==> src/rtl/core/pngw_pkg.sv <==
// ----------------------------------------------------------------------------
// pngw_pkg: shared types, constants and helpers of the PNG stored writer
// Phase codes of the byte sequencer, CRC-32 step, chunk type words.
// ----------------------------------------------------------------------------
`default_nettype none

package pngw_pkg;

  localparam int DIM_W         = 15;     // width of a dimension register
  localparam int RAW_W         = 31;     // zlib payload byte count
  localparam int LEN_W         = 32;     // chunk length field
  localparam int BLK_W         = 16;     // stored block length
  localparam int RBI_W         = 17;     // byte position within a row
  localparam int IDX_W         = 4;      // byte index within a phase
  localparam int CNT_W         = 6;      // results of one transaction
  localparam int RES_LIMIT     = 51;
  localparam int DEF_MAX_DIM   = 16384;
  localparam int DEF_BLOCK_MAX = 65535;

  localparam logic [31:0] CRC_POLY  = 32'hedb88320;
  localparam logic [31:0] CRC_INIT  = 32'hffffffff;
  localparam logic [16:0] ADLER_MOD = 17'd65521;
  localparam logic [31:0] TYPE_IHDR = 32'h49484452;
  localparam logic [31:0] TYPE_IDAT = 32'h49444154;
  localparam logic [31:0] TYPE_IEND = 32'h49454e44;
  localparam logic [31:0] IHDR_LEN  = 32'd13;
  localparam logic [7:0]  ZLIB_CMF  = 8'h78;
  localparam logic [7:0]  ZLIB_FLG  = 8'h01;
  localparam logic [7:0]  BIT_DEPTH = 8'd8;
  localparam logic [7:0]  COLOR_RGBA = 8'd6;

  // configuration register indexes
  localparam logic CFG_WIDTH  = 1'b0;
  localparam logic CFG_HEIGHT = 1'b1;

  typedef enum logic [4:0] {
    PH_IDLE,
    PH_SIG,
    PH_IHDR_LEN,
    PH_IHDR_TYPE,
    PH_IHDR_DATA,
    PH_IHDR_CRC,
    PH_IDAT_LEN,
    PH_IDAT_TYPE,
    PH_ZHDR,
    PH_BHDR,
    PH_FILT,
    PH_DATA,
    PH_ADLER,
    PH_DCRC,
    PH_IEND_LEN,
    PH_IEND_TYPE,
    PH_IEND_CRC
  } phase_t;

  typedef struct packed {
    logic [7:0] data;
    logic       run_last;
    logic       file_end;
  } beat_t;

  typedef struct packed {
    logic busy;
    logic item_done;
    logic at_idat_len;
    logic started;      // an image is open
  } gen_status_t;

  // reflected CRC-32, one byte
  function automatic logic [31:0] crc_byte(input logic [31:0] crc, input logic [7:0] b);
    logic [31:0] c;
    c = crc ^ {24'd0, b};
    for (int i = 0; i < 8; i++) begin
      c = c[0] ? (CRC_POLY ^ (c >> 1)) : (c >> 1);
    end
    return c;
  endfunction

  // big-endian byte of a word, sel 0 is the top byte
  function automatic logic [7:0] be_byte(input logic [31:0] v, input logic [1:0] sel);
    logic [7:0] r;
    case (sel)
      2'd0:    r = v[31:24];
      2'd1:    r = v[23:16];
      2'd2:    r = v[15:8];
      default: r = v[7:0];
    endcase
    return r;
  endfunction

  function automatic logic [7:0] sig_byte(input logic [2:0] sel);
    logic [7:0] r;
    case (sel)
      3'd0:    r = 8'd137;
      3'd1:    r = 8'd80;
      3'd2:    r = 8'd78;
      3'd3:    r = 8'd71;
      3'd4:    r = 8'd13;
      3'd5:    r = 8'd10;
      3'd6:    r = 8'd26;
      default: r = 8'd10;
    endcase
    return r;
  endfunction

  // index of the last byte of each phase
  function automatic logic [IDX_W-1:0] phase_last_idx(input phase_t ph);
    logic [IDX_W-1:0] r;
    case (ph)
      PH_SIG:       r = IDX_W'(7);
      PH_IHDR_DATA: r = IDX_W'(12);
      PH_ZHDR:      r = IDX_W'(1);
      PH_BHDR:      r = IDX_W'(4);
      PH_FILT,
      PH_DATA,
      PH_IDLE:      r = IDX_W'(0);
      default:      r = IDX_W'(3);
    endcase
    return r;
  endfunction

endpackage

`default_nettype wire

==> src/rtl/core/png_rgba8_stored_writer.sv <==
// ----------------------------------------------------------------------------
// png_rgba8_stored_writer: streaming uncompressed PNG writer, RGBA8
// RGBA channel bytes in raster order in, complete PNG file bytes out
// (signature, IHDR, one IDAT of stored deflate blocks, IEND).
// ----------------------------------------------------------------------------
//
//  channel | direction | handshake             | payload
//  --------+-----------+-----------------------+-------------------------------
//  input   | in        | in_valid / in_stall   | pixel_byte
//  output  | out       | out_valid / out_stall | out_byte, run_last, file_end
//  config  | in        | cfg_write             | cfg_addr, cfg_data
//
// One output byte per cycle when the sink does not stall. A transaction in
// the middle of the image gives 1 byte, 2 at a row start, 5 more where a
// stored block begins; the first of an image gives 43 header bytes on
// top, the last 20 more for the trailer. The byte sequencer sets this rate.
// Reset (rst, synchronous) clears the sequencer and sets both dimensions to 1.
// in_stall follows out_stall through the output register in the same cycle;
// the block count is registered by the divider after the first signature
// byte, long before the IDAT length goes out.
`default_nettype none

module png_rgba8_stored_writer #(
  parameter int MAX_DIM   = pngw_pkg::DEF_MAX_DIM,
  parameter int BLOCK_MAX = pngw_pkg::DEF_BLOCK_MAX
) (
  input  wire logic                       clk,
  input  wire logic                       rst,
  // input channel
  input  wire logic                       in_valid,
  output logic                            in_stall,
  input  wire logic [7:0]                 pixel_byte,
  // output channel
  output logic                            out_valid,
  input  wire logic                       out_stall,
  output logic [7:0]                      out_byte,
  output logic                            run_last,
  output logic                            file_end,
  // configuration
  input  wire logic                       cfg_write,
  input  wire logic                       cfg_addr,
  input  wire logic [pngw_pkg::DIM_W-1:0] cfg_data
);

  localparam int DW = pngw_pkg::DIM_W;
  localparam int RW = pngw_pkg::RAW_W;

  logic [DW-1:0] image_width, image_height;
  logic [DW-1:0] w_eff, h_eff;
  logic [pngw_pkg::RBI_W-1:0] row_len;
  logic [RW-1:0] raw_total, blocks;
  logic [31:0]   raw_prod;
  logic          accept, out_ready, div_start, div_busy, beat_emit;
  pngw_pkg::beat_t       beat;
  pngw_pkg::gen_status_t st;

  // configuration registers; writes are dropped while an image is open
  always_ff @(posedge clk) begin
    if (rst) begin
      image_width  <= DW'(1);
      image_height <= DW'(1);
    end else if (cfg_write && !st.started && !st.busy) begin
      case (cfg_addr)
        pngw_pkg::CFG_WIDTH:  image_width  <= cfg_data;
        default:              image_height <= cfg_data;
      endcase
    end
  end

  // zero reads as one, anything past MAX_DIM as MAX_DIM
  assign w_eff = (image_width == '0) ? DW'(1)
               : (image_width > DW'(MAX_DIM)) ? DW'(MAX_DIM) : image_width;
  assign h_eff = (image_height == '0) ? DW'(1)
               : (image_height > DW'(MAX_DIM)) ? DW'(MAX_DIM) : image_height;
  assign row_len  = {w_eff, 2'b00};

  // payload size incl. filter bytes, registered behind the multiplier
  assign raw_prod = {15'd0, row_len + 1'b1} * {17'd0, h_eff};

  always_ff @(posedge clk) begin
    raw_total <= raw_prod[RW-1:0];
  end

  pngw_div #(
    .DIVISOR (BLOCK_MAX)
  ) u_div (
    .clk   (clk),
    .rst   (rst),
    .start (div_start),
    .numer (raw_total),
    .quot  (blocks),
    .busy  (div_busy)
  );

  // the output register frees up when empty or when its byte is taken
  assign out_ready = !out_valid || !out_stall;
  assign in_stall  = st.busy && !st.item_done;
  assign accept    = in_valid && !in_stall;

  pngw_gen #(
    .BLOCK_MAX (BLOCK_MAX)
  ) u_gen (
    .clk       (clk),
    .rst       (rst),
    .accept    (accept),
    .pix_in    (pixel_byte),
    .out_ready (out_ready),
    .w_eff     (w_eff),
    .h_eff     (h_eff),
    .row_len   (row_len),
    .raw_total (raw_total),
    .blocks    (blocks),
    .div_start (div_start),
    .beat      (beat),
    .beat_emit (beat_emit),
    .status    (st)
  );

  always_ff @(posedge clk) begin
    if (rst) begin
      out_valid <= 1'b0;
    end else if (beat_emit) begin
      out_valid <= 1'b1;
    end else if (!out_stall) begin
      out_valid <= 1'b0;
    end
  end

  always_ff @(posedge clk) begin
    if (beat_emit) begin
      out_byte <= beat.data;
      run_last <= beat.run_last;
      file_end <= beat.file_end;
    end
  end

  // block count must be ready before the IDAT length goes out
  a_div_ready: assert property (@(posedge clk) disable iff (rst)
    st.at_idat_len |-> !div_busy)
    else $error("IDAT length reached with divider busy");

  // never overwrite a held byte
  a_no_overrun: assert property (@(posedge clk) disable iff (rst)
    (beat_emit && out_valid) |-> !out_stall)
    else $error("output register overrun");

  // file end closes a transaction
  a_end_last: assert property (@(posedge clk) disable iff (rst)
    (out_valid && file_end) |-> run_last)
    else $error("file_end without run_last");

  // a transaction in progress blocks the next one
  a_hold_input: assert property (@(posedge clk) disable iff (rst)
    (st.busy && !st.item_done) |-> in_stall)
    else $error("input taken while sequencer busy");

endmodule

`default_nettype wire

==> src/rtl/core/pngw_div.sv <==
// ----------------------------------------------------------------------------
// pngw_div: stored block count
// ceil(numer / DIVISOR) by reciprocal multiplication; the rounded-up
// numerator is registered at start, then the quotient.
// ----------------------------------------------------------------------------
`default_nettype none

module pngw_div #(
  parameter int DIVISOR = pngw_pkg::DEF_BLOCK_MAX
) (
  input  wire logic                       clk,
  input  wire logic                       rst,
  input  wire logic                       start,
  input  wire logic [pngw_pkg::RAW_W-1:0] numer,
  output logic      [pngw_pkg::RAW_W-1:0] quot,
  output logic                            busy
);

  localparam int RW = pngw_pkg::RAW_W;
  localparam int LG = $clog2(DIVISOR);
  localparam int SH = RW + LG;
  // ceil(2^SH / DIVISOR) stays below 2^32 and is exact for any RW-bit numerator
  localparam logic [63:0] RECIP   = ((64'd1 << SH) + 64'(DIVISOR) - 64'd1) / 64'(DIVISOR);
  localparam logic [31:0] RECIP_W = RECIP[31:0];

  logic [RW-1:0]    num_q;    // rounded-up numerator
  logic [RW+31:0]   prod;

  assign prod = {32'd0, num_q} * {31'd0, RECIP_W};

  always_ff @(posedge clk) begin
    if (rst) begin
      busy <= 1'b0;
    end else begin
      busy <= start;
    end
  end

  always_ff @(posedge clk) begin
    if (start) begin
      num_q <= numer + RW'(DIVISOR - 1);
    end
    if (busy) begin
      quot <= RW'(prod >> SH);
    end
  end

endmodule

`default_nettype wire

==> src/rtl/core/pngw_gen.sv <==
// ----------------------------------------------------------------------------
// pngw_gen: PNG byte sequencer
// Walks the phases of one transaction, one file byte per cycle while the
// output register is free, and keeps CRC-32, Adler-32, block and row counters.
// ----------------------------------------------------------------------------
`default_nettype none

module pngw_gen #(
  parameter int BLOCK_MAX = pngw_pkg::DEF_BLOCK_MAX
) (
  input  wire logic                       clk,
  input  wire logic                       rst,
  input  wire logic                       accept,
  input  wire logic [7:0]                 pix_in,
  input  wire logic                       out_ready,
  input  wire logic [pngw_pkg::DIM_W-1:0] w_eff,
  input  wire logic [pngw_pkg::DIM_W-1:0] h_eff,
  input  wire logic [pngw_pkg::RBI_W-1:0] row_len,
  input  wire logic [pngw_pkg::RAW_W-1:0] raw_total,
  input  wire logic [pngw_pkg::RAW_W-1:0] blocks,
  output logic                            div_start,
  output pngw_pkg::beat_t                 beat,
  output logic                            beat_emit,
  output pngw_pkg::gen_status_t           status
);

  localparam int RW = pngw_pkg::RAW_W;
  localparam int BW = pngw_pkg::BLK_W;
  localparam int IW = pngw_pkg::IDX_W;
  localparam int CW = pngw_pkg::CNT_W;

  pngw_pkg::phase_t phase, phase_next, raw_ph, entry_ph;
  logic             ret, ret_next, raw_ret;   // after a block header: 1 filter, 0 data
  logic [IW-1:0]    idx, idx_next;
  logic [CW-1:0]    cnt, cnt_next;
  logic [7:0]       pix;

  logic             started, started_next;
  logic [RW-1:0]    raw_left, raw_left_next;
  logic [BW-1:0]    block_left, block_left_next;
  logic [pngw_pkg::RBI_W-1:0] rbi, rbi_next;
  logic [31:0]      crc, crc_next, crc_src;
  logic [15:0]      adler_low, adler_low_next, adler_high, adler_high_next;

  logic             busy, limited, adv, last_in_phase, seq_end, crc_upd;
  logic [7:0]       data;
  logic [BW-1:0]    blen;
  logic             bfinal;
  logic [31:0]      idat_len;
  logic [16:0]      a_sum, h_sum;
  logic [15:0]      a_low, a_high;
  logic [pngw_pkg::RBI_W-1:0] rbi_inc;

  assign busy          = phase != pngw_pkg::PH_IDLE;
  assign limited       = cnt == CW'(pngw_pkg::RES_LIMIT);
  assign adv           = busy && (limited || out_ready);
  assign last_in_phase = idx == pngw_pkg::phase_last_idx(phase);
  assign seq_end       = last_in_phase && ((phase == pngw_pkg::PH_DATA && raw_left != RW'(1))
                                           || phase == pngw_pkg::PH_IEND_CRC);

  assign blen     = (raw_left < RW'(BLOCK_MAX)) ? raw_left[BW-1:0] : BW'(BLOCK_MAX);
  assign bfinal   = raw_left <= RW'(BLOCK_MAX);
  assign idat_len = {1'b0, raw_total} + {blocks[RW-2:0], 2'b00} + {1'b0, blocks} + 32'd6;

  // Adler-32 step; filter bytes carry zero
  assign a_sum  = {1'b0, adler_low} + {9'd0, (phase == pngw_pkg::PH_DATA) ? pix : 8'd0};
  assign a_low  = (a_sum >= pngw_pkg::ADLER_MOD) ? 16'(a_sum - pngw_pkg::ADLER_MOD)
                                                 : a_sum[15:0];
  assign h_sum  = {1'b0, adler_high} + {1'b0, a_low};
  assign a_high = (h_sum >= pngw_pkg::ADLER_MOD) ? 16'(h_sum - pngw_pkg::ADLER_MOD)
                                                 : h_sum[15:0];
  assign rbi_inc = rbi + 1'b1;

  // byte select and output flags
  always_comb begin
    data    = 8'd0;
    crc_upd = 1'b0;
    crc_src = crc;
    unique case (phase)
      pngw_pkg::PH_SIG:       data = pngw_pkg::sig_byte(idx[2:0]);
      pngw_pkg::PH_IHDR_LEN:  data = pngw_pkg::be_byte(pngw_pkg::IHDR_LEN, idx[1:0]);
      pngw_pkg::PH_IHDR_TYPE: begin
        data    = pngw_pkg::be_byte(pngw_pkg::TYPE_IHDR, idx[1:0]);
        crc_upd = 1'b1;
        if (idx == '0) crc_src = pngw_pkg::CRC_INIT;
      end
      pngw_pkg::PH_IHDR_DATA: begin
        crc_upd = 1'b1;
        if (idx < IW'(4)) begin
          data = pngw_pkg::be_byte({17'd0, w_eff}, idx[1:0]);
        end else if (idx < IW'(8)) begin
          data = pngw_pkg::be_byte({17'd0, h_eff}, idx[1:0]);
        end else if (idx == IW'(8)) begin
          data = pngw_pkg::BIT_DEPTH;
        end else if (idx == IW'(9)) begin
          data = pngw_pkg::COLOR_RGBA;
        end
      end
      pngw_pkg::PH_IHDR_CRC,
      pngw_pkg::PH_DCRC,
      pngw_pkg::PH_IEND_CRC:  data = pngw_pkg::be_byte(~crc, idx[1:0]);
      pngw_pkg::PH_IDAT_LEN:  data = pngw_pkg::be_byte(idat_len, idx[1:0]);
      pngw_pkg::PH_IDAT_TYPE: begin
        data    = pngw_pkg::be_byte(pngw_pkg::TYPE_IDAT, idx[1:0]);
        crc_upd = 1'b1;
        if (idx == '0) crc_src = pngw_pkg::CRC_INIT;
      end
      pngw_pkg::PH_ZHDR: begin
        data    = (idx == '0) ? pngw_pkg::ZLIB_CMF : pngw_pkg::ZLIB_FLG;
        crc_upd = 1'b1;
      end
      pngw_pkg::PH_BHDR: begin
        crc_upd = 1'b1;
        case (idx[2:0])
          3'd0:    data = {7'd0, bfinal};
          3'd1:    data = blen[7:0];
          3'd2:    data = blen[15:8];
          3'd3:    data = ~blen[7:0];
          default: data = ~blen[15:8];
        endcase
      end
      pngw_pkg::PH_FILT:      crc_upd = 1'b1;
      pngw_pkg::PH_DATA: begin
        data    = pix;
        crc_upd = 1'b1;
      end
      pngw_pkg::PH_ADLER: begin
        data    = pngw_pkg::be_byte({adler_high, adler_low}, idx[1:0]);
        crc_upd = 1'b1;
      end
      pngw_pkg::PH_IEND_LEN:  data = 8'd0;
      pngw_pkg::PH_IEND_TYPE: begin
        data    = pngw_pkg::be_byte(pngw_pkg::TYPE_IEND, idx[1:0]);
        crc_upd = 1'b1;
        if (idx == '0) crc_src = pngw_pkg::CRC_INIT;
      end
      default: data = 8'd0;
    endcase
  end

  assign beat.data     = data;
  assign beat.run_last = seq_end || (cnt == CW'(pngw_pkg::RES_LIMIT - 1));
  assign beat.file_end = seq_end && phase == pngw_pkg::PH_IEND_CRC;
  assign beat_emit     = adv && !limited;
  assign div_start     = adv && phase == pngw_pkg::PH_SIG && idx == '0;

  assign status.busy        = busy;
  assign status.item_done   = adv && seq_end;
  assign status.at_idat_len = phase == pngw_pkg::PH_IDAT_LEN;
  assign status.started     = started;

  // stream state
  always_comb begin
    started_next    = started;
    raw_left_next   = raw_left;
    block_left_next = block_left;
    rbi_next        = rbi;
    crc_next        = crc;
    adler_low_next  = adler_low;
    adler_high_next = adler_high;
    cnt_next        = cnt;
    if (adv) begin
      if (!limited) cnt_next = cnt + 1'b1;
      if (crc_upd) crc_next = pngw_pkg::crc_byte(crc_src, data);
      unique case (phase)
        pngw_pkg::PH_SIG: begin
          if (idx == '0) begin
            started_next    = 1'b1;
            block_left_next = '0;
            rbi_next        = '0;
            adler_low_next  = 16'd1;
            adler_high_next = 16'd0;
          end
        end
        pngw_pkg::PH_ZHDR: begin
          if (last_in_phase) raw_left_next = raw_total;
        end
        pngw_pkg::PH_BHDR: begin
          if (last_in_phase) block_left_next = blen;
        end
        pngw_pkg::PH_FILT,
        pngw_pkg::PH_DATA: begin
          block_left_next = block_left - 1'b1;
          raw_left_next   = raw_left - 1'b1;
          adler_low_next  = a_low;
          adler_high_next = a_high;
          if (phase == pngw_pkg::PH_DATA) begin
            rbi_next = (rbi_inc >= row_len) ? '0 : rbi_inc;
          end
        end
        pngw_pkg::PH_IEND_CRC: begin
          if (last_in_phase) begin
            started_next    = 1'b0;
            block_left_next = '0;
            rbi_next        = '0;
            crc_next        = pngw_pkg::CRC_INIT;
            adler_low_next  = 16'd1;
            adler_high_next = 16'd0;
          end
        end
        default: ;
      endcase
    end
    if (accept) cnt_next = '0;
  end

  // where the raw path of a transaction starts, seen from the next state
  always_comb begin
    raw_ret = rbi_next == '0;
    if (block_left_next == '0) begin
      raw_ph = pngw_pkg::PH_BHDR;
    end else if (rbi_next == '0) begin
      raw_ph = pngw_pkg::PH_FILT;
    end else begin
      raw_ph = pngw_pkg::PH_DATA;
    end
    entry_ph = started_next ? raw_ph : pngw_pkg::PH_SIG;
  end

  // phase sequencing
  always_comb begin
    phase_next = phase;
    ret_next   = ret;
    idx_next   = idx;
    if (adv) begin
      idx_next = idx + 1'b1;
      if (last_in_phase) begin
        idx_next = '0;
        unique case (phase)
          pngw_pkg::PH_SIG:       phase_next = pngw_pkg::PH_IHDR_LEN;
          pngw_pkg::PH_IHDR_LEN:  phase_next = pngw_pkg::PH_IHDR_TYPE;
          pngw_pkg::PH_IHDR_TYPE: phase_next = pngw_pkg::PH_IHDR_DATA;
          pngw_pkg::PH_IHDR_DATA: phase_next = pngw_pkg::PH_IHDR_CRC;
          pngw_pkg::PH_IHDR_CRC:  phase_next = pngw_pkg::PH_IDAT_LEN;
          pngw_pkg::PH_IDAT_LEN:  phase_next = pngw_pkg::PH_IDAT_TYPE;
          pngw_pkg::PH_IDAT_TYPE: phase_next = pngw_pkg::PH_ZHDR;
          pngw_pkg::PH_ZHDR: begin
            phase_next = raw_ph;
            ret_next   = raw_ret;
          end
          pngw_pkg::PH_BHDR:      phase_next = ret ? pngw_pkg::PH_FILT : pngw_pkg::PH_DATA;
          pngw_pkg::PH_FILT: begin
            phase_next = (block_left_next == '0) ? pngw_pkg::PH_BHDR : pngw_pkg::PH_DATA;
            ret_next   = 1'b0;
          end
          pngw_pkg::PH_DATA:      phase_next = pngw_pkg::PH_ADLER;
          pngw_pkg::PH_ADLER:     phase_next = pngw_pkg::PH_DCRC;
          pngw_pkg::PH_DCRC:      phase_next = pngw_pkg::PH_IEND_LEN;
          pngw_pkg::PH_IEND_LEN:  phase_next = pngw_pkg::PH_IEND_TYPE;
          pngw_pkg::PH_IEND_TYPE: phase_next = pngw_pkg::PH_IEND_CRC;
          default:                phase_next = pngw_pkg::PH_IDLE;
        endcase
      end
      if (seq_end) phase_next = pngw_pkg::PH_IDLE;
    end
    if (accept) begin
      phase_next = entry_ph;
      ret_next   = raw_ret;
      idx_next   = '0;
    end
  end

  always_ff @(posedge clk) begin
    if (rst) begin
      phase      <= pngw_pkg::PH_IDLE;
      ret        <= 1'b0;
      idx        <= '0;
      cnt        <= '0;
      started    <= 1'b0;
      raw_left   <= '0;
      block_left <= '0;
      rbi        <= '0;
      crc        <= pngw_pkg::CRC_INIT;
      adler_low  <= 16'd1;
      adler_high <= 16'd0;
    end else begin
      phase      <= phase_next;
      ret        <= ret_next;
      idx        <= idx_next;
      cnt        <= cnt_next;
      started    <= started_next;
      raw_left   <= raw_left_next;
      block_left <= block_left_next;
      rbi        <= rbi_next;
      crc        <= crc_next;
      adler_low  <= adler_low_next;
      adler_high <= adler_high_next;
    end
  end

  always_ff @(posedge clk) begin
    if (accept) pix <= pix_in;
  end

endmodule

`default_nettype wire

==> config.mk <==
export PLATFORM = sky130hd
export DESIGN_NAME = png_rgba8_stored_writer
export DESIGN_NICKNAME = d
export VERILOG_FILES = /design/src/rtl/core/pngw_pkg.sv /design/src/rtl/core/png_rgba8_stored_writer.sv /design/src/rtl/core/pngw_div.sv /design/src/rtl/core/pngw_gen.sv
export SDC_FILE = /design/constraint.sdc
export NUM_CORES = 2
export LEC_CHECK = 0
export ABC_AREA = 1
export BUFFER_PORTS_ARGS = -buffer_cell sky130_fd_sc_hd__clkbuf_2
export CAP_MARGIN = 10
export CELL_PAD_IN_SITES_DETAIL_PLACEMENT = 0
export CELL_PAD_IN_SITES_GLOBAL_PLACEMENT = 1
export CORE_ASPECT_RATIO = 0.7
export CORE_MARGIN = 8
export CORE_UTILIZATION = 48
export CTS_CLUSTER_DIAMETER = 50
export DETAILED_ROUTE_END_ITERATION = 10
export PLACE_DENSITY_LB_ADDON = 0.1
export RECOVER_POWER = 100
export SKIP_CTS_REPAIR_TIMING = 1
export SYNTH_ARGS = -nofsm -noshare
export SYNTH_HDL_FRONTEND = slang
export SYNTH_SLANG_ARGS = --single-unit
==> constraint.sdc <==
create_clock -name clk -period 7.86 [get_ports clk]
set_input_delay 1.179 -clock clk [delete_from_list [all_inputs] [get_ports clk]]
set_output_delay 1.179 -clock clk [all_outputs]
set_load 0.05 [all_outputs]
Yosys cells after proc, flatten, opt, wreduce, memory -nomap -nowiden
Index checks and enable logic that the tools add are counted.
{ "classes": {"addsub": 14, "mul": 2, "magnitude_cmp": 9, "n_eq_ne": 33, "mux": 80, "n_bitwise": 14, "reduce_logical": 53} }
{ "ops": {"columns": ["operator", "count"], "rows": [
  ["$mux W32", 13],
  ["$mux W16", 11],
  ["$not A13 Y14", 8],
  ["$pmux W16 S3", 2],
  ["$pmux W8 S12", 1],
  ["$mux W17", 5],
  ["$pmux W5 S15", 1],
  ["$pmux W8 S3", 3],
  ["$pmux W16 S4", 1],
  ["$mul A31 B32 Y63 const B", 1],
  ["$pmux W31 S2", 1],
  ["$mux W15", 4],
  ["$pmux W17 S3", 1],
  ["$pmux W8 S6", 1],
  ["$eq A5 B4 Y1 const B", 8],
  ["$add A17 B1 Y17 const B", 2],
  ["$ge A17 B16 Y1 const B", 2],
  ["$add A31 B18 Y32", 1],
  ["$add A32 B16 Y32", 1],
  ["$add A32 B3 Y32 const B", 1],
  ["$mux W8", 4],
  ["$not A32 Y32", 1],
  ["$pmux W8 S2", 2],
  ["$pmux W8 S4", 1],
  ["63 further kinds", 129]
]} }
{ "totals": {"ff_bits": 273, "inputBits": 29, "output_inout_bits": 12, "word_cells": 227} }

Logic depth before layout (Yosys ltp)
{ "depth": {"ltp_word": 27, "mapped_depth": 49, "depth_no_buf": 47} }

Hierarchy
Synthesis repeated with hierarchy kept, for this count alone.
{ "unflattened": {"cells_unflattened": 5267, "area_unflattened_um2": 34697.0} }
{ "modules_own_cells": {"columns": ["module", "n_inst", "cells_each", "area_each_um2", "seq_area_each_um2"], "rows": [
  ["pngw_gen", 1, 3022, 17763.3, 3143.0],
  ["png_rgba8_stored_writer", 1, 1376, 10682.7, 1541.5],
  ["pngw_div", 1, 869, 6251.0, 1431.4]
]} }

Worst setup path before layout
OpenSTA, ideal clock, no wires.
{ "synth_path": {"path_type": "register to register", "startpoint": "reg image_width[4]", "endpoint": "reg raw_total[27]", "setup_ps": 123, "t_arrival_ps": 6773, "required_time_ps": 7737, "setup_slack_ps": 963, "stages_incl_launch_ff": 30, "path_buffers": 1, "period_less_slack_ps": 6897, "cell_sequence": "dfxtp_1 -> nor2_1 -> nand3_1 -> nor2_1 -> nand2_1 -> nand2_1 -> clkinv_1 -> nor2_1 -> clkbuf_1 -> nand2_1 -> fa_1 -> inv_1 -> fa_1 -> fa_1 -> inv_1 -> fa_1 -> fa_1 -> inv_1 -> fa_1 -> ha_1 -> nand2_1 -> o21ai_0 -> a21boi_0 -> o21ai_0 -> a21boi_0 -> o21ai_0 -> a21boi_0 -> o21ai_0 -> a21oi_1 -> xor2_1"} }
{ "synth_via": {"elab_chain_len": 5, "word_cells_on_any_way": 6, "cone_classes": "add/sub (1); mul (1); order compare (1); mux (2); reduce/logical (1)"} }
{ "synth_lines": {"columns": ["item", "line", "source"], "rows": [
  ["from (decl)", "png_rgba8_stored_writer.sv:48", "logic [DW-1:0] image_width, image_height;"],
  ["from (signal assigned)", "png_rgba8_stored_writer.sv:64", "pngw_pkg::CFG_WIDTH: image_width <= cfg_data;"],
  ["$gt A15 B15 Y1", "png_rgba8_stored_writer.sv:72", ": (image_width > DW'(MAX_DIM)) ? DW'(MAX_DIM) : image_width;"],
  ["$mux W15", "png_rgba8_stored_writer.sv:72", null],
  ["$mux W15 *", "png_rgba8_stored_writer.sv:71", "assign w_eff = (image_width == '0) ? DW'(1)"],
  ["$add A17 B1 Y17 *", "png_rgba8_stored_writer.sv:78", "assign raw_prod = {15'd0, row_len + 1'b1} * {17'd0, h_eff};"],
  ["$mul A17 B15 Y31 *", "png_rgba8_stored_writer.sv:78", null],
  ["named net raw_prod[27]", "png_rgba8_stored_writer.sv:52", "logic [31:0] raw_prod;"],
  ["to (signal assigned)", "png_rgba8_stored_writer.sv:81", "raw_total <= raw_prod[RW-1:0];"],
  ["to (decl)", "png_rgba8_stored_writer.sv:51", "logic [RW-1:0] raw_total, blocks;"]
]} }
The timed path passes the listed nets; every way through them passes the cells marked *.
A chain may end at the register's enable or synchronous reset.

Final worst setup path
{ "layout_path": {"startpoint": "reg u_gen.phase[1]", "endpoint": "reg u_gen.phase[0]"} }
{ "layout_via": {"elab_chain_len": 15, "word_cells_on_any_way": 55, "cone_classes": "eq/ne (17); mux (20); reduce/logical (18)"} }
{ "layout_lines": {"columns": ["item", "line", "source"], "rows": [
  ["from (decl)", "pngw_gen.sv:32", "pngw_pkg::phase_t phase, phase_next, raw_ph, entry_ph;"],
  ["from (signal assigned)", "pngw_gen.sv:265", "phase <= pngw_pkg::PH_IDLE;"],
  ["from (signal assigned)", "pngw_gen.sv:277", "phase <= phase_next;"],
  ["$eq A5 B4 Y1, or another cell as far along", "pngw_pkg.sv:109, pngw_gen.sv:165, pngw_gen.sv:229", null],
  ["$reduce_or A3 Y1", "pngw_pkg.sv:109", "case (ph)"],
  ["$pmux W4 S5", "pngw_pkg.sv:109", null],
  ["$eq A4 B4 Y1", "pngw_gen.sv:57", "assign last_in_phase = idx == pngw_pkg::phase_last_idx(phase);"],
  ["$mux W17", "pngw_gen.sv:192", "if (last_in_phase) begin"],
  ["$pmux W17 S3", "pngw_gen.sv:165", "unique case (phase)"],
  ["$mux W17", "pngw_gen.sv:162", "if (adv) begin"],
  ["$logic_not A17 Y1", "pngw_gen.sv:212", "end else if (rbi_next == '0) begin"],
  ["$mux W1", "pngw_gen.sv:212", null],
  ["$mux W5", "pngw_gen.sv:210", "if (block_left_next == '0) begin"],
  ["$pmux W5 S15", "pngw_gen.sv:229", "unique case (phase)"],
  ["$mux W5", "pngw_gen.sv:227", "if (last_in_phase) begin"],
  ["$mux W5", "pngw_gen.sv:254", "if (seq_end) phase_next = pngw_pkg::PH_IDLE;"],
  ["$mux W5", "pngw_gen.sv:225", "if (adv) begin"],
  ["$mux W5", "pngw_gen.sv:256", "if (accept) begin"]
]} }
Several ways; a longest one is shown, not always the timed one. The select of a mux whose other input is x is not followed.

==> summary.md <==
| Metric | Value |
|---|---|
| Fin crit share | 93.1% |
| Synthesized cell area | around 31000 um^2 |
| Max Cap Viol | 7 |
| Worst hold-check path type | flip-flop to flip-flop |
| Max Clock Skew | 28.3 ps |
| Reg2Reg Setup Slack | 540 ps |
| Logic pwr share | around three fifths |
| Die W | 321 um |
| Reg2reg end | u_gen.phase[0] |
| First-pass GRT wire length | 168000 um |
| Setup_tns | 0 ps |
| Xor and xnor area share after synthesis | 4.32% |
| Longest Clk Path Bufs | 3 |
| Mean post-synth cell area | 6.82 um^2 |
| Multi-input gate area | 22000 um^2 |
| CTS Sinks | 273 |
| Most frequent cells in the layout | nand2_1, inv_1, nor2_1, ha_1, a21oi_1 |
| DRC Markers | 0 |
| Pwr dens | 291 nW/um^2 |
| Hold Path Sink | image_height[7] |
| Data arrival, critical path | 7660 ps |
| Placer congestion estimate | around 0.99 |
| Share of the yosys chip area belonging to registers | between 15 and 20% |
| Cell variety after synth | 60 |
| Routed vias | between 30k and 40k |
| Reg clk slew, reported paths | 60 ps |
| Main synth FF type | dfxtp_1 |
| Compound-Gate Fraction of Synth Area | 11.8% |
| Share of cells above drive strength 1 | between 4 and 5% |
| Total track usage | 28.8% |
| Starting Density | 48.4% |
| Clock Root Buffer | clkbuf_16 |
| Grt ovf | 0 |
| Worst hold start | image_height[7] |
| Die area | ~74000 um^2 |
| Simple-gate area share of the yosys netlist | 28.6% |
| Worst Max-Slew Pin Slew | 2690 ps |
| Initial antenna violation count | 3 |
| Synth Warn # | 0 |
| CP Capture Type | flip-flop |
| Adder-Cell Fraction of Synth Area | between 20 and 30% |
| Post-DP Area | 32500 um^2 |
| Fin. max-slew vios | 278 |
| First DRT Iteration DRCs | 3093 |
| Max-slew headroom | -79.2% |
| Die Height | 230 um |
| Nets@finish | a little over 5k |
| Hpwl dp | 85100 um |
| Final setup violation count | 0 |
| Area contributors post-synth | nand2_1, dfxtp_1, ha_1 |
| CTS tree | built |
| Status | complete, but fails checks |
| Clock share of power | 18.4% |
| Cell taking the most area after synthesis | nand2_1 |
| Unrepaired setup endpoints after global routing | false |
| Core ar. | 64600 um^2 |
| Synth Register Bits | 273 |
| Vias in the first global route | ~28k |
| Htree depth | 2 |
| WL final | 109000 um |
| IO Pins | between 40 and 50 |
| Hold path depth | 2 |
| WS Path Type | flip-flop to flip-flop |
| Post-layout instance area | 33700 um^2 |
| Critical Path Source Type | flip-flop |
| Critical path fanouts, max | 49 |
| Worst vdd ir | 220 uV |
| Internal Power | ~4.6 mW |
| Synthesized Nets | 5140 |
| Drt pass-1 iters | 9 |
| Leak Pwr | 16.9 nW |
| Seq. cell area | 6120 um^2 |
| Syn Inst Count | 4584 |
| Switching Share | 53.4% |
| Area grow syn2layout | 7.82% |
| Fillers | between 6k and 7k |
| Top-area cell type share of the netlist area | ~14% |
| Sequential share of power | a little over a fifth |
| Most common cell after layout, fill and taps aside | nand2_1 |
| Row count | 78 |
| Failing checks | capacitance limit, slew limit |
| Switching power | between 5 and 6 mW |
| CTS buffer count | 40 |
| CP required | 8200 ps |
| Main combinational cell family by area after synthesis | simple AND/OR/NAND/NOR gates |
| Port Buf Inserts | 40 |
| Tmin final | approximately 7300 ps |
| Vias per cell | approximately 5.5 |
| Detail Route Antenna Nets | 0 |
| Post-synth ARST share | 0% |
| Routed wire per std cell | 19.7 um |
| Largest net degree at the start of global routing | 70 |
| Achievable clock frequency | 137 MHz |
| Latest clock arrival within the worst-skew pair | 580 ps |
| Final Hold Vio Count | 0 |
| Reg-to-Reg Start | u_gen.phase[1] |
| Mux cell area share after synthesis | 0% |
| # diodes | 0 |
| Worst R2R Path Depth | 21 |
| Post-synth EDFFs | 65 |
-- synthesized netlist by cell type (23+ instances only) --
cell and n:
a21oi_1 293, a31oi_1 23, clkbuf_1 95, dfxtp_1 208, edfxtp_1 65, fa_1 196, ha_1 331, inv_1 663
nand2_1 1175, nand3_1 280, nand4_1 59, nor2_1 507, nor3_1 51, o211ai_1 37, o21ai_0 218, xnor2_1 32
xor2_1 114
-- worst max path at each step --
stage | end | depth (start not counted) | slack (ps) | startpoint
5_1_grt | u_gen.adler_high[12] | 46 | 40 | u_gen.phase[2]
4_1_cts | raw_total[27] | 29 | 470 | image_width[12]
3_3_place_gp | raw_total[27] | 29 | 510 | image_width[6]
6_report | u_gen.phase[0] | 21 | 540 | u_gen.phase[1]
2_1_floorplan | raw_total[27] | 29 | 960 | image_width[4]
3_5_place_dp | raw_total[27] | 29 | 490 | image_width[4]
-- layout make-up --
type | instances | area share [%]
multi-input combinational | 3499 | 65.3
sequential | 273 | 18.1
inverter | 683 | 7.60
tap | 880 | 3.26
clock buffer | 47 | 3.14
timing repair buffer | 104 | 1.87
clock inverter | 26 | 0.709
-- critical path, stage by stage (launching register included) --
cell and delay (ps):
dfxtp_1 430, clkinv_1 110, nand2_1 160, nor2_1 100, nand2_1 230, inv_1 210, a21oi_4 140, clkbuf_1 1800
inv_1 610, nor3_1 390, nand2_2 70, clkbuf_1 860, inv_1 610, o21ai_0 230, nor2_1 160, nand3_1 90
nor2_1 350, o21ai_0 160, nand2_1 80, nand3_1 100, nand2_1 110, a21oi_2 50
-- metal layers --
metal	up-vias	share of wire (%)	wire length, um	track usage, %
met3	139	9.6	10500	6.56
met1	14054	50	54600	45.6
met2	1184	39	42000	39.1
li1	14843	-	-	-
met5	-	0.024	26	0
met4	4	1.6	1690	5.10
-- metrics by stage --
stage	power (mW)	instances	hold WS [ps]	utilization, %	worst slack (ps)
3_5_place_dp	7.92	5439	472	50.4	487
2_1_floorplan	6.13	4584	437	-	963
3_3_place_gp	7.90	5439	471	50.4	506
4_1_cts	9.77	5512	482	52.4	466
5_1_grt	10.6	5512	512	52.2	44.9
6_report	9.80	5512	485	52.2	544
-- power by group through the flow --
stage | clock [mW] | combinational (mW) | sequential (mW)
3_5_place_dp | 0 | 5.79 | 2.13
4_1_cts | 1.84 | 5.83 | 2.10
3_3_place_gp | 0 | 5.78 | 2.13
6_report | 1.81 | 5.89 | 2.11
2_1_floorplan | 0 | 4.08 | 2.05
5_1_grt | 1.90 | 6.57 | 2.13
-- flip-flops by register name, indices dropped and copies added (netlist names), 4 cells and up --
name and cells:
u_gen.crc 32, u_gen.adler_high 16, u_gen.cnt 6, u_gen.pix 8, u_div.num_q 31, u_gen.rbi 17
u_gen.raw_left 31, u_div.quot 16, u_gen.idx 4, image_height 15, image_width 15, u_gen.phase 5
out_byte 8, u_gen.block_left 16, raw_total 31, u_gen.adler_low 16
-- logic make-up after synthesis --
group | Yosys count
and+or+nand+nor | 2160
AOI/OAI and AO/OA | 663
xor gates and xnor gates | 149
adders and majority gates | 527
buffers and inverters | 812
DFF | 273
(Power assumes the default switching activity.)
